## config.mk

```make
export PLATFORM = sky130hd
export DESIGN_NAME = mag_min_max_calibrate_normalize
export DESIGN_NICKNAME = d
export VERILOG_FILES = /design/src/rtl/mmcn_pkg.sv /design/src/rtl/mmcn_ctrl.sv /design/src/rtl/mmcn_div.sv /design/src/rtl/mmcn_sqrt.sv /design/src/rtl/mmcn_datapath.sv /design/src/rtl/mag_min_max_calibrate_normalize.sv
export SDC_FILE = /design/constraint.sdc
export NUM_CORES = 2
export LEC_CHECK = 0
export BUFFER_PORTS_ARGS = -buffer_cell sky130_fd_sc_hd__buf_2
export CAP_MARGIN = 40
export CORE_MARGIN = 2
export CORE_UTILIZATION = 60
export CTS_CLUSTER_SIZE = 25
export DETAILED_ROUTE_END_ITERATION = 8
export PLACE_DENSITY = 0.87
export SLEW_MARGIN = 25
export SYNTH_ARGS = -nofsm -noshare
export SYNTH_HDL_FRONTEND = slang
export SYNTH_SLANG_ARGS = --single-unit
export TNS_END_PERCENT = 30
```

## constraint.sdc

```tcl
create_clock -name aclk -period 14.5 [get_ports aclk]
set_clock_uncertainty 0.2 [all_clocks]
set_input_delay 1.45 -clock aclk [delete_from_list [all_inputs] [get_ports aclk]]
set_output_delay 1.45 -clock aclk [all_outputs]
set_load 0.03 [all_outputs]
```

## src/rtl/mmcn_pkg.sv

```systemverilog
// Shared types and constants for the magnetometer calibrate/normalize block.
package mmcn_pkg;

    localparam int SAMPLE_BITS_DEF = 16;
    localparam int FRAC_BITS_DEF   = 14;
    localparam int UNIT_FRAC       = 14;
    localparam int FIELD_W         = 16;
    localparam int CFG_W           = 16;
    localparam int COUNT_W         = 16;
    localparam logic [CFG_W-1:0] QUEUE_FRAME_RESET = 16'd400;

    localparam logic CMD_SAMPLE = 1'b0;
    localparam logic CMD_RECAL  = 1'b1;

    // controller -> datapath
    typedef struct packed {
        logic load;       // capture request, run bounds update
        logic div_start;  // start one axis divide
        logic [1:0] axis; // axis of divide
        logic div_unit;   // 0: axis map divide, 1: unit divide
        logic sqrt_start;
        logic out_load;   // latch result word
    } mmcn_cmd_t;

    // datapath -> controller
    typedef struct packed {
        logic is_recal;
        logic bounds_ok;
        logic len_zero;
        logic div_done;
        logic sqrt_done;
    } mmcn_status_t;

endpackage

```

## src/rtl/mmcn_ctrl.sv

```systemverilog
// Sequencer for the calibrate/normalize datapath.
module mmcn_ctrl (
    input  logic                  aclk,
    input  logic                  aresetn,
    input  logic                  s_tvalid,
    output logic                  s_tready,
    output logic                  m_tvalid,
    input  logic                  m_tready,
    input  mmcn_pkg::mmcn_status_t st,
    output mmcn_pkg::mmcn_cmd_t   cmd
);
    typedef enum logic [6:0] {
        S_IDLE  = 7'b0000001,
        S_CHECK = 7'b0000010,
        S_MAP   = 7'b0000100,
        S_SQRT  = 7'b0001000,
        S_UNIT  = 7'b0010000,
        S_DONE  = 7'b0100000,
        S_OUT   = 7'b1000000
    } state_t;

    state_t state_reg, state_next;
    logic [1:0] axis_reg, axis_next;
    logic go_reg, go_next;

    assign s_tready = (state_reg == S_IDLE);
    assign m_tvalid = (state_reg == S_OUT);

    always_comb begin
        state_next = state_reg;
        axis_next  = axis_reg;
        go_next    = 1'b0;
        cmd        = '0;
        cmd.axis   = axis_reg;
        case (state_reg)
            S_IDLE: begin
                if (s_tvalid) begin
                    cmd.load   = 1'b1;
                    state_next = S_CHECK;
                end
            end
            S_CHECK: begin
                if (st.is_recal || !st.bounds_ok) begin
                    state_next = S_DONE;
                end else begin
                    axis_next  = 2'd0;
                    go_next    = 1'b1;
                    state_next = S_MAP;
                end
            end
            S_MAP: begin
                cmd.div_start = go_reg;
                if (!go_reg && st.div_done) begin
                    if (axis_reg == 2'd2) begin
                        go_next    = 1'b1;
                        state_next = S_SQRT;
                    end else begin
                        axis_next = axis_reg + 2'd1;
                        go_next   = 1'b1;
                    end
                end
            end
            S_SQRT: begin
                cmd.sqrt_start = go_reg;
                if (!go_reg && st.sqrt_done) begin
                    if (st.len_zero) begin
                        state_next = S_DONE;
                    end else begin
                        axis_next  = 2'd0;
                        go_next    = 1'b1;
                        state_next = S_UNIT;
                    end
                end
            end
            S_UNIT: begin
                cmd.div_unit  = 1'b1;
                cmd.div_start = go_reg;
                if (!go_reg && st.div_done) begin
                    if (axis_reg == 2'd2) begin
                        state_next = S_DONE;
                    end else begin
                        axis_next = axis_reg + 2'd1;
                        go_next   = 1'b1;
                    end
                end
            end
            S_DONE: begin
                cmd.out_load = 1'b1;
                state_next   = S_OUT;
            end
            S_OUT: begin
                if (m_tready) state_next = S_IDLE;
            end
            default: state_next = S_IDLE;
        endcase
    end

    always_ff @(posedge aclk) begin
        if (!aresetn) begin
            state_reg <= S_IDLE;
            axis_reg  <= 2'd0;
            go_reg    <= 1'b0;
        end else begin
            state_reg <= state_next;
            axis_reg  <= axis_next;
            go_reg    <= go_next;
        end
    end
endmodule

```

## src/rtl/mmcn_div.sv

```systemverilog
// Restoring unsigned divider, one quotient bit per cycle.
module mmcn_div #(
    parameter int W = 40
) (
    input  logic         aclk,
    input  logic         aresetn,
    input  logic         start,
    input  logic [W-1:0] num,
    input  logic [W-1:0] den,
    output logic [W-1:0] quo,
    output logic         done
);
    localparam int CW = $clog2(W + 1);
    logic [W-1:0]  q_reg, q_next, d_reg, d_next;
    logic [W:0]    r_reg, r_next;
    logic [CW-1:0] cnt_reg, cnt_next;
    logic          busy_reg, busy_next;
    logic [W:0]    trial;

    assign quo  = q_reg;
    assign done = !busy_reg;

    always_comb begin
        q_next    = q_reg;
        d_next    = d_reg;
        r_next    = r_reg;
        cnt_next  = cnt_reg;
        busy_next = busy_reg;
        trial     = {r_reg[W-1:0], q_reg[W-1]};
        if (start) begin
            q_next    = num;
            d_next    = den;
            r_next    = '0;
            cnt_next  = CW'(W);
            busy_next = 1'b1;
        end else if (busy_reg) begin
            if (trial >= {1'b0, d_reg}) begin
                r_next = trial - {1'b0, d_reg};
                q_next = {q_reg[W-2:0], 1'b1};
            end else begin
                r_next = trial;
                q_next = {q_reg[W-2:0], 1'b0};
            end
            cnt_next = cnt_reg - CW'(1);
            if (cnt_reg == CW'(1)) busy_next = 1'b0;
        end
    end

    always_ff @(posedge aclk) begin
        if (!aresetn) begin
            busy_reg <= 1'b0;
            cnt_reg  <= '0;
        end else begin
            busy_reg <= busy_next;
            cnt_reg  <= cnt_next;
        end
        q_reg <= q_next;
        d_reg <= d_next;
        r_reg <= r_next;
    end
endmodule

```

## src/rtl/mmcn_sqrt.sv

```systemverilog
// Bit-pair integer square root, one result bit per cycle.
module mmcn_sqrt #(
    parameter int W = 46
) (
    input  logic           aclk,
    input  logic           aresetn,
    input  logic           start,
    input  logic [W-1:0]   n,
    output logic [W/2-1:0] root,
    output logic           done
);
    localparam int H  = (W + 1) / 2;
    localparam int CW = $clog2(H + 1);
    logic [2*H-1:0] n_reg, n_next;
    logic [H+1:0]   r_reg, r_next;
    logic [H-1:0]   q_reg, q_next;
    logic [CW-1:0]  cnt_reg, cnt_next;
    logic           busy_reg, busy_next;
    logic [H+1:0]   trial, test;

    assign root = q_reg[W/2-1:0];
    assign done = !busy_reg;

    always_comb begin
        n_next    = n_reg;
        r_next    = r_reg;
        q_next    = q_reg;
        cnt_next  = cnt_reg;
        busy_next = busy_reg;
        trial     = {r_reg[H-1:0], n_reg[2*H-1 -: 2]};
        test      = {q_reg, 2'b01};
        if (start) begin
            n_next    = (2*H)'(n);
            r_next    = '0;
            q_next    = '0;
            cnt_next  = CW'(H);
            busy_next = 1'b1;
        end else if (busy_reg) begin
            n_next = {n_reg[2*H-3:0], 2'b00};
            if (trial >= test) begin
                r_next = trial - test;
                q_next = {q_reg[H-2:0], 1'b1};
            end else begin
                r_next = trial;
                q_next = {q_reg[H-2:0], 1'b0};
            end
            cnt_next = cnt_reg - CW'(1);
            if (cnt_reg == CW'(1)) busy_next = 1'b0;
        end
    end

    always_ff @(posedge aclk) begin
        if (!aresetn) begin
            busy_reg <= 1'b0;
            cnt_reg  <= '0;
        end else begin
            busy_reg <= busy_next;
            cnt_reg  <= cnt_next;
        end
        n_reg <= n_next;
        r_reg <= r_next;
        q_reg <= q_next;
    end
endmodule

```

## src/rtl/mmcn_datapath.sv

```systemverilog
// Bounds tracking, axis mapping, length and unit-vector datapath.
module mmcn_datapath #(
    parameter int SAMPLE_BITS = mmcn_pkg::SAMPLE_BITS_DEF,
    parameter int FRAC_BITS   = mmcn_pkg::FRAC_BITS_DEF
) (
    input  logic                                aclk,
    input  logic                                aresetn,
    input  mmcn_pkg::mmcn_cmd_t                 cmd,
    output mmcn_pkg::mmcn_status_t              st,
    input  logic                                in_cmd,
    input  logic signed [mmcn_pkg::FIELD_W-1:0] in_x,
    input  logic signed [mmcn_pkg::FIELD_W-1:0] in_y,
    input  logic signed [mmcn_pkg::FIELD_W-1:0] in_z,
    input  logic [mmcn_pkg::CFG_W-1:0]          queue_frame,
    output logic [1:0]                          out_user, // data_valid, swapped
    output logic [6*mmcn_pkg::FIELD_W-1:0]      out_data  // raw_x..raw_z, unit_x..unit_z
);
    localparam int SB   = SAMPLE_BITS;
    localparam int FW   = mmcn_pkg::FIELD_W;
    localparam int UF   = mmcn_pkg::UNIT_FRAC;
    localparam int VW   = FRAC_BITS + 2;           // signed axis value width
    localparam int SQW  = 2 * (FRAC_BITS + 1) + 2; // length squared width
    localparam int RW   = SQW / 2;
    localparam int DW0  = SB + 1 + FRAC_BITS + 3;
    localparam int DW1  = (FRAC_BITS + 1) + UF + 2;
    localparam int DW   = (DW0 > DW1) ? DW0 : DW1;
    localparam int CNTW = mmcn_pkg::COUNT_W;
    localparam logic signed [SB-1:0] LOW_INIT  = {1'b0, {(SB-1){1'b1}}};
    localparam logic signed [SB-1:0] HIGH_INIT = {1'b1, {(SB-1){1'b0}}};

    logic signed [SB-1:0] blo_reg [3], bhi_reg [3], plo_reg [3], phi_reg [3];
    logic signed [SB-1:0] blo_next[3], bhi_next[3], plo_next[3], phi_next[3];
    logic signed [SB-1:0] s_reg [3];
    logic signed [VW-1:0] v_reg [3];
    logic [FW-1:0]        u_reg [3];
    logic [CNTW-1:0]      cnt_reg, cnt_next;
    logic                 recal_reg, ok_reg, swap_reg, swap_next, ok_next;
    logic [RW-1:0]        root_reg;
    logic [SQW-1:0]       len2;
    logic signed [2*VW-1:0] sq;
    logic signed [SB-1:0] s_in [3];
    logic                 bvalid_new, bvalid, pvalid, do_swap;
    logic [SB+2:0]        err_a, err_b;

    // low SAMPLE_BITS bits of each field are the reading
    assign s_in[0] = SB'($unsigned(in_x));
    assign s_in[1] = SB'($unsigned(in_y));
    assign s_in[2] = SB'($unsigned(in_z));

    always_comb begin
        bvalid = 1'b1;
        pvalid = 1'b1;
        err_a  = '0;
        err_b  = '0;
        for (int i = 0; i < 3; i++) begin
            bvalid = bvalid && (bhi_reg[i] > blo_reg[i]);
            pvalid = pvalid && (phi_reg[i] > plo_reg[i]);
            err_a  = err_a + (SB+3)'({{3{bhi_reg[i][SB-1]}}, bhi_reg[i]}
                                   - {{3{blo_reg[i][SB-1]}}, blo_reg[i]});
            err_b  = err_b + (SB+3)'({{3{phi_reg[i][SB-1]}}, phi_reg[i]}
                                   - {{3{plo_reg[i][SB-1]}}, plo_reg[i]});
        end
        do_swap = bvalid && pvalid && (err_b < err_a);
    end

    always_comb begin
        bvalid_new = 1'b1;
        cnt_next   = cnt_reg;
        swap_next  = 1'b0;
        ok_next    = 1'b0;
        for (int i = 0; i < 3; i++) begin
            blo_next[i] = blo_reg[i];
            bhi_next[i] = bhi_reg[i];
            plo_next[i] = plo_reg[i];
            phi_next[i] = phi_reg[i];
        end
        if (in_cmd == mmcn_pkg::CMD_RECAL) begin
            if (bvalid && pvalid) begin
                for (int i = 0; i < 3; i++) begin
                    if (do_swap) begin
                        blo_next[i] = plo_reg[i];
                        bhi_next[i] = phi_reg[i];
                    end
                    plo_next[i] = LOW_INIT;
                    phi_next[i] = HIGH_INIT;
                end
                if (do_swap) cnt_next = '0;
                swap_next = do_swap;
            end
        end else begin
            for (int i = 0; i < 3; i++) begin
                if (s_in[i] < blo_reg[i]) blo_next[i] = s_in[i];
                if (s_in[i] > bhi_reg[i]) bhi_next[i] = s_in[i];
                bvalid_new = bvalid_new && (bhi_next[i] > blo_next[i]);
            end
            if (bvalid_new) begin
                ok_next = 1'b1;
                if (cnt_reg != {CNTW{1'b1}}) cnt_next = cnt_reg + CNTW'(1);
                if (cnt_next > queue_frame) begin
                    for (int i = 0; i < 3; i++) begin
                        if (s_in[i] < plo_reg[i]) plo_next[i] = s_in[i];
                        if (s_in[i] > phi_reg[i]) phi_next[i] = s_in[i];
                    end
                end
            end
        end
    end

    // shared divider
    logic [DW-1:0] dnum, dden, dquo;
    logic          ddone;
    logic [SB:0]   dd, span;
    logic [VW-1:0] av;

    always_comb begin
        dd   = (SB+1)'({s_reg[cmd.axis][SB-1], s_reg[cmd.axis]}
                     - {blo_reg[cmd.axis][SB-1], blo_reg[cmd.axis]});
        span = (SB+1)'({bhi_reg[cmd.axis][SB-1], bhi_reg[cmd.axis]}
                     - {blo_reg[cmd.axis][SB-1], blo_reg[cmd.axis]});
        av   = v_reg[cmd.axis][VW-1] ? -v_reg[cmd.axis] : v_reg[cmd.axis];
        if (cmd.div_unit) begin
            dnum = DW'({av, {(UF+1){1'b0}}}) + DW'(root_reg);
            dden = DW'({root_reg, 1'b0});
        end else begin
            dnum = DW'({dd, {(FRAC_BITS+2){1'b0}}}) + DW'(span);
            dden = DW'({span, 1'b0});
        end
    end

    mmcn_div #(.W(DW)) u_div (
        .aclk(aclk), .aresetn(aresetn), .start(cmd.div_start),
        .num(dnum), .den(dden), .quo(dquo), .done(ddone)
    );

    always_comb begin
        len2 = '0;
        for (int i = 0; i < 3; i++) begin
            sq   = v_reg[i] * v_reg[i];
            len2 = len2 + SQW'($unsigned(sq));
        end
    end

    // sum of squares registered ahead of the root
    logic [SQW-1:0] len2_reg;
    logic [RW-1:0]  root;
    logic           sdone;

    mmcn_sqrt #(.W(SQW)) u_sqrt (
        .aclk(aclk), .aresetn(aresetn), .start(cmd.sqrt_start),
        .n(len2_reg), .root(root), .done(sdone)
    );

    logic div_pend_reg, sq_pend_reg;

    // capture divider result once when it finishes
    logic div_capture, div_armed_reg;
    assign div_capture = ddone && div_armed_reg && !div_pend_reg;
    always_ff @(posedge aclk) begin
        if (!aresetn) div_armed_reg <= 1'b0;
        else if (div_pend_reg)  div_armed_reg <= 1'b1;
        else if (div_capture)   div_armed_reg <= 1'b0;
    end

    always_ff @(posedge aclk) begin
        if (!aresetn) begin
            for (int i = 0; i < 3; i++) begin
                blo_reg[i] <= LOW_INIT;
                bhi_reg[i] <= HIGH_INIT;
                plo_reg[i] <= LOW_INIT;
                phi_reg[i] <= HIGH_INIT;
            end
            cnt_reg      <= '0;
            div_pend_reg <= 1'b0;
            sq_pend_reg  <= 1'b0;
        end else begin
            if (cmd.load) begin
                for (int i = 0; i < 3; i++) begin
                    blo_reg[i] <= blo_next[i];
                    bhi_reg[i] <= bhi_next[i];
                    plo_reg[i] <= plo_next[i];
                    phi_reg[i] <= phi_next[i];
                end
                cnt_reg <= cnt_next;
            end
            div_pend_reg <= cmd.div_start;
            sq_pend_reg  <= cmd.sqrt_start;
        end
        len2_reg <= len2;
        if (cmd.load) begin
            recal_reg <= in_cmd;
            ok_reg    <= ok_next;
            swap_reg  <= swap_next;
            for (int i = 0; i < 3; i++) begin
                s_reg[i] <= s_in[i];
                v_reg[i] <= '0;
                u_reg[i] <= '0;
            end
        end
        if (div_capture) begin
            if (cmd.div_unit)
                u_reg[cmd.axis] <= v_reg[cmd.axis][VW-1]
                    ? FW'(-$signed({1'b0, dquo[FW-1:0]})) : dquo[FW-1:0];
            else
                v_reg[cmd.axis] <= VW'(dquo) - VW'(1 << FRAC_BITS);
        end
        if (sdone && !sq_pend_reg) root_reg <= root;
    end

    assign st.is_recal  = recal_reg;
    assign st.bounds_ok = ok_reg;
    assign st.len_zero  = (root == '0);
    assign st.div_done  = ddone && !div_pend_reg && !div_armed_reg;
    assign st.sqrt_done = sdone && !sq_pend_reg;

    logic [FW-1:0] rx, ry, rz;
    assign rx = ok_reg ? FW'(s_reg[0]) : '0;
    assign ry = ok_reg ? FW'(s_reg[1]) : '0;
    assign rz = ok_reg ? FW'(s_reg[2]) : '0;

    // result register, held while the receiver stalls
    logic [1:0]      user_reg;
    logic [6*FW-1:0] data_reg;
    always_ff @(posedge aclk) begin
        if (cmd.out_load) begin
            user_reg <= {swap_reg, ok_reg};
            data_reg <= {u_reg[2], u_reg[1], u_reg[0], rz, ry, rx};
        end
    end
    assign out_user = user_reg;
    assign out_data = data_reg;
endmodule

```

## src/rtl/mag_min_max_calibrate_normalize.sv

```systemverilog
// Top level: magnetometer hard-iron min/max calibration and unit-vector output.
//
// One request is taken at a time; the block returns exactly one result per request.
// With a receiver that is always ready, a recalibrate request or a sample that leaves
// the bounds invalid passes from accept to next accept through idle, check, done and
// result. A calibrated sample also runs, between check and done, three axis maps on
// the shared bit-serial divider (34-bit quotient at default widths), a bit-pair square
// root and three unit divides on the same divider. A zero-length vector skips the unit
// divides. Receiver stalls hold the block in the result state.
module mag_min_max_calibrate_normalize #(
    parameter int SAMPLE_BITS = mmcn_pkg::SAMPLE_BITS_DEF,
    parameter int FRAC_BITS   = mmcn_pkg::FRAC_BITS_DEF
) (
    input  logic         aclk,
    input  logic         aresetn,
    input  logic         s_tvalid,
    output logic         s_tready,
    input  logic [47:0]  s_tdata,   // mag_x, mag_y, mag_z
    input  logic         s_tuser,   // cmd
    output logic         m_tvalid,
    input  logic         m_tready,
    output logic [95:0]  m_tdata,   // raw_x, raw_y, raw_z, unit_x, unit_y, unit_z
    output logic [1:0]   m_tuser,   // data_valid, swapped
    input  logic         cfg_we,
    input  logic [15:0]  cfg_wdata
);
    mmcn_pkg::mmcn_cmd_t    cmd;
    mmcn_pkg::mmcn_status_t st;
    logic [mmcn_pkg::CFG_W-1:0] qf_reg;

    always_ff @(posedge aclk) begin
        if (!aresetn) qf_reg <= mmcn_pkg::QUEUE_FRAME_RESET;
        else if (cfg_we) qf_reg <= cfg_wdata;
    end

    mmcn_ctrl u_ctrl (
        .aclk(aclk), .aresetn(aresetn), .s_tvalid(s_tvalid), .s_tready(s_tready),
        .m_tvalid(m_tvalid), .m_tready(m_tready), .st(st), .cmd(cmd)
    );

    mmcn_datapath #(.SAMPLE_BITS(SAMPLE_BITS), .FRAC_BITS(FRAC_BITS)) u_dp (
        .aclk(aclk), .aresetn(aresetn), .cmd(cmd), .st(st),
        .in_cmd(s_tuser), .in_x(s_tdata[15:0]), .in_y(s_tdata[31:16]),
        .in_z(s_tdata[47:32]), .queue_frame(qf_reg),
        .out_user(m_tuser), .out_data(m_tdata)
    );

`ifndef SYNTHESIS
    a_one_side: assert property (@(posedge aclk) disable iff (!aresetn)
        !(s_tready && m_tvalid)) else $error("input and output both open");
    a_out_after_load: assert property (@(posedge aclk) disable iff (!aresetn)
        cmd.out_load |=> m_tvalid) else $error("result not presented");
    a_swap_only_recal: assert property (@(posedge aclk) disable iff (!aresetn)
        (m_tvalid && m_tuser[1]) |-> !m_tuser[0]) else $error("swap on sample");
`endif
endmodule
```

* Yosys cells after proc, flatten, opt, wreduce, memory -nomap -nowiden
Memories as Yosys holds them, arrays and structs flattened. A register that Yosys moved wholly into a read port is not among the register bits.
Cells that the tools add are included.
** Word-level totals
- Logic and storage cells :: 295
- Input port bits :: 70
- Bits in registers :: 277
- Output and inout port bits :: 100
- Memories kept :: 7
- RAM bits :: 336
** Cells by class
- Multiply operators :: 3
- Equal/unequal tests :: 24
- Reductions and logical operators :: 40
- Multiplexer cells :: 131
- Bitwise operators :: 13
- $add $sub $neg :: 25
- $lt $le $gt $ge :: 25
** Memory list
- u_dp.bhi_reg :: depth 3, width 16, rd ports 4, clocked after Yosys merged registers in 1, wr ports 3, line mmcn_datapath.sv:31 : logic signed [SB-1:0] blo_reg [3], bhi_reg [3], plo_reg [3], phi_reg [3];
- u_dp.blo_reg :: depth 3, width 16, rd ports 4, clocked after Yosys merged registers in 1, wr ports 3, line mmcn_datapath.sv:31
- u_dp.phi_reg :: depth 3, width 16, rd ports 3, clocked after Yosys merged registers in 0, wr ports 3, line mmcn_datapath.sv:31
- u_dp.plo_reg :: depth 3, width 16, rd ports 3, clocked after Yosys merged registers in 0, wr ports 3, line mmcn_datapath.sv:31
- u_dp.s_reg :: depth 3, width 16, rd ports 4, clocked after Yosys merged registers in 4, wr ports 3, line mmcn_datapath.sv:33 : logic signed [SB-1:0] s_reg [3];
- u_dp.u_reg :: depth 3, width 16, rd ports 3, clocked after Yosys merged registers in 3, wr ports 3, line mmcn_datapath.sv:35 : logic [FW-1:0] u_reg [3];
- +1 memories
** Operator list (count)
- $mux 16 :: 47
- $mux 48 :: 12
- $gt 16x16->1 :: 16
- $mux 34 :: 4
- $sub 16x16->17 :: 8
- $lt 16x16->1 :: 6
- $mul 16x16->32 :: 3
- $add 19x19->19 :: 4
- $add 32x32->32 :: 2
- $mux 32 :: 2
- $mux 7 :: 7
- $pmux 7 s7 :: 1
- $ge 35x34->1 :: 1
- $mux 1 :: 35
- $add 33x17->34 :: 1
- $sub 34x34->34 :: 1
- $add 31x16->32 :: 1
- $neg 16->16 :: 2
- $mux 2 :: 14
- $mux 6 :: 4
- $lt 19x19->1 :: 1
- $ge 18x18->1 :: 1
- $ne 2x1->1 const B :: 9
- $mux 17 :: 1
- other kinds (35) :: 78

* Longest topological paths before layout
An unclocked memory read counts as a cell.
- Word-level depth :: 14
- Gate-level depth with buffers :: 32
- Mapped depth without buffers :: 31

* Hierarchy
From an unflattened synthesis, not the netlist that was laid out.
** Unflattened totals
- Cell total of the unflattened synthesis :: 7270
- Area total of the unflattened synthesis :: 75038.2 um^2
** By module, submodules not included
- mmcn_datapath :: sequential area each 15104.5 um^2, area each 63732.4 um^2, cells an instance 6158, times used 1
- mmcn_div :: sequential area each 2862.7 um^2, area each 6117.1 um^2, cells an instance 594, times used 1
- mmcn_sqrt :: sequential area each 1721.7 um^2, area each 3901.2 um^2, cells an instance 379, times used 1
- mmcn_ctrl :: sequential area each 200.2 um^2, area each 679.4 um^2, cells an instance 88, times used 1
- mag_min_max_calibrate_normalize :: sequential area each 320.3 um^2, area each 608.1 um^2, cells an instance 51, times used 1

* Worst setup path before layout
OpenSTA, ideal clock, no wires.
- Kind :: flip-flop to flip-flop
- From :: mem u_dp.phi_reg[0][16] (netlist name)
- To :: mem u_dp.bhi_reg[0][0] (netlist name) (enable)
- Period minus slack after synthesis :: 12.909 ns
- Setup time :: 0.683 ns
- Data required time :: 13.617 ns
- Stages on the path, launching flop included :: 30
- Arrival :: 12.026 ns
- Path buffers :: 0
- Path slack :: 1.591 ns
- Cells stage by stage :: edfxtp_1 inv_1 ha_1 inv_1 fa_1 a21o_1 a21oi_1 o21bai_1 a21oi_1 o21bai_1 a21oi_1 o21bai_1 a21oi_1 xnor2_1 fa_1 ha_1 a21boi_0 a41o_1 o41ai_1 o21ai_0 a21oi_1 xnor2_1 ha_1 nand4_1 a2111oi_0 o21ai_0 a21oi_1 nor3_1 a21oi_1 o21ai_0
** RTL lines (line)
- from (decl) :: mmcn_datapath.sv:31
- to (decl) :: mmcn_datapath.sv:31

==> impl_metrics.toml <==
[yosys]
synth-edff-count = 552
synth_area_um2 = 72750
synth_xor_area_frac = 0.03780
yosys_warnings = 0
muxShareOfSynthArea = 0.03469
syn_nets = 8917
synth_adder_area_share = 0.3537
ys_seq_area_frac = 0.2713
yosys.cell_types.count = 86
postSynthAreaPerCell_um2 = 9.955
ys_async_sr_fraction = 0
synth_compound_area_frac = 0.09454
synthSimpleGateAreaFrac = 0.1248
synth_seq_cells = 710
synth_top_family_by_area = "adder cells"
ys.flop_type = "edfxtp_1"
netlist_instances = 7308

[timing]
min_period_ns = 9.191
setup_viol_count_final = 0
rsz0062_at_grt = "false"
slew_headroom = 0.3009
finalHoldViolations = 0
finalCritPeriodShare = 0.6339
fmax_mhz = 108.8
tightest_slew_ns = 1.020
slew_viol_final = 0
setup_tns_ns = 0
hold_ws_ns = 0.2176

[clock_tree]
cts_made_buffers = 79
h-tree-depth = 3
hold_buffers = 0
cts.sinks = 710
postCtsSetupBuffers = 0
cts-root-buf = "clkbuf_16"
insertion_delay_ns = 0.66
cts_tree = "yes"
cts.reportedPaths.clkPinSlew_ns = 0.06
ctsLongestPathBuffers = 3
ctsResizeCount = 0

[critical_path]
path_class = "reg2reg"
end_kind = "flop"
crit_arrival_ns = 9.54
start_kind = "flop"
required_ns = 14.85
cp_max_fo = 30

[detailed_routing]
ant_nets = 0
drc = 0
wl_per_cell_um = 23.54
drt_wl_total_um = 214400
drt_iter0_markers = 6000
via_per_inst = 6.119
vias = 55710
first_pass_iters = 8

[hold_path]
worst_hold_path_type = "reg2reg"

[grt]
grt_max_degree = 78
grt_pass1_wl_um = 330600
grt-ovfl-total = 0
grt_usage = 0.3459
antenna_found_initial = 17
grt_pass1_vias = 57650

[die]
io_pins = 170
coreArea_um2 = 120100
rows = 127
die_x_um = 352.2
start_util = 0.6056
die_h_um = 352.2
die_area_um2 = 124100

[final_layout]
fin_util = 0.6521
layoutNonFillerInstCount = 9105
multi_input_area_um2 = 47040
regArea_um2 = 19750
fillers = 8992
fin_nets = 9031
drive_gt1_frac = 0.06974
largest_reg_flops = 64
area_growth_pct = 7.681

[placement]
io_buffers = 169
hpwlAfterDp_um = 171400
placed_cells = 8936
place.gp.congestion = 1.100

[job]
maxCapViolCount = 0

[run_status]
status = "completed"
cells by family after synthesis:
| logic type | count (synthesis) |
|---|---|
| mux | 223 |
| simple gates | 1832 |
| flops | 710 |
| fa+ha+maj | 1539 |
| buf+inv | 1602 |
| compound gates | 1088 |
| xor+xnor | 314 |
layout by cell type (no fill, tap or decap), types with 121 or more instances in the layout:
| master | instances |
|---|---|
| inv_1 | 1365 |
| fa_1 | 863 |
| ha_1 | 676 |
| edfxtp_1 | 552 |
| nand2_1 | 512 |
| nor2_1 | 408 |
| a21oi_1 | 367 |
| and2_1 | 267 |
| xnor2_1 | 219 |
| o21ai_0 | 211 |
| buf_2 | 171 |
| dfxtp_1 | 154 |
| mux2i_1 | 143 |
| a21o_1 | 121 |
layout make-up:
class / instances / area share
diodes: 8 / 0.0002556
well taps: 1612 / 0.02575
multi-input cells: 4996 / 0.6004
clock buffers: 106 / 0.02771
clock inverters: 38 / 0.004568
repair buffers: 264 / 0.02346
inverters: 1371 / 0.06571
flip-flops and latches: 710 / 0.2521
per-stage QoR:
stage          setup slack [ns]  area [um2]
3_5_place_dp              5.482       75550
4_1_cts                   5.447       78080
2_1_floorplan             1.591       72750
6_report                  5.309       78340
5_1_grt                   4.960       78320
3_3_place_gp              5.597       75220
critical path, cell delays in order, from the launching register on:
cell and delay, ns:
edfxtp_1 0.59, buf_4 0.40, and2_1 0.70, fa_1 0.55
inv_1 0.09, fa_1 0.44, fa_1 0.50, inv_1 0.05
fa_1 0.48, fa_1 0.60, fa_1 0.46, fa_1 0.49
fa_1 0.51, inv_1 0.05, fa_1 0.49, inv_1 0.06
ha_1 0.33, nand2_1 0.08, o21ai_0 0.50, a211oi_1 0.09
nor2_1 0.29, a221o_1 0.34, a41oi_1 0.20, a21oi_1 0.26
o21a_1 0.16, nor2_1 0.05, xnor2_1 0.11
metal layers:
metal  GRT usage  part of all wire  vias up
met4      0.2143             0.074        6
li1            -                 -    24370
met2      0.5524              0.46     3177
met5   0.0003846           0.00020        -
met3     0.07193              0.10      834
met1      0.4326              0.37    27330
synthesized netlist by cell type, drive strengths merged, types with 8 or more instances:
cell type	number	share of area
dfxtp	158	0.043
and2	268	0.023
nand2b	66	0.0057
mux2	64	0.0099
nand3	72	0.0050
or2	16	0.0014
xor2	95	0.011
nor2b	85	0.0073
mux4	16	0.0051
inv	1369	0.071
o21ai	213	0.015
o2111ai	11	0.0013
a21o	121	0.012
nand2	514	0.027
nor4	34	0.0030
o31a	12	0.0014
nor3	89	0.0061
fa	863	0.24
or3	76	0.0067
a31oi	34	0.0029
and4	9	0.0011
o31ai	17	0.0018
o21a	53	0.0055
buf	36	0.0023
a221o	10	0.0014
a32o	12	0.0017
a211oi	86	0.0089
a31o	10	0.0012
nand4	72	0.0062
o21bai	34	0.0035
nor2	411	0.021
o211ai	18	0.0019
clkbuf	195	0.010
a21oi	369	0.025
a211o	8	0.00096
and3	80	0.0069
xnor2	219	0.026
a41oi	10	0.0012
ha	676	0.12
nor3b	13	0.0014
mux2i	143	0.020
edfxtp	552	0.23
worst paths after layout:
kind / end / slack, ns / cells after the start / startpoint
worst max register to register: u_dp.len2_reg[30] / 5.31 / 26 / u_dp.v_reg[1][15]
worst min register to register: m_tdata[56] / 0.22 / 0 / u_dp.u_reg[0][8]
worst max-delay path: u_dp.len2_reg[30] / 5.31 / 26 / u_dp.v_reg[1][15]
worst min-delay path: m_tdata[56] / 0.22 / 0 / u_dp.u_reg[0][8]
Power is left out: the tool's default activity adds up to more than one toggle a clock period on the data nets, which glitch-free logic cannot reach.
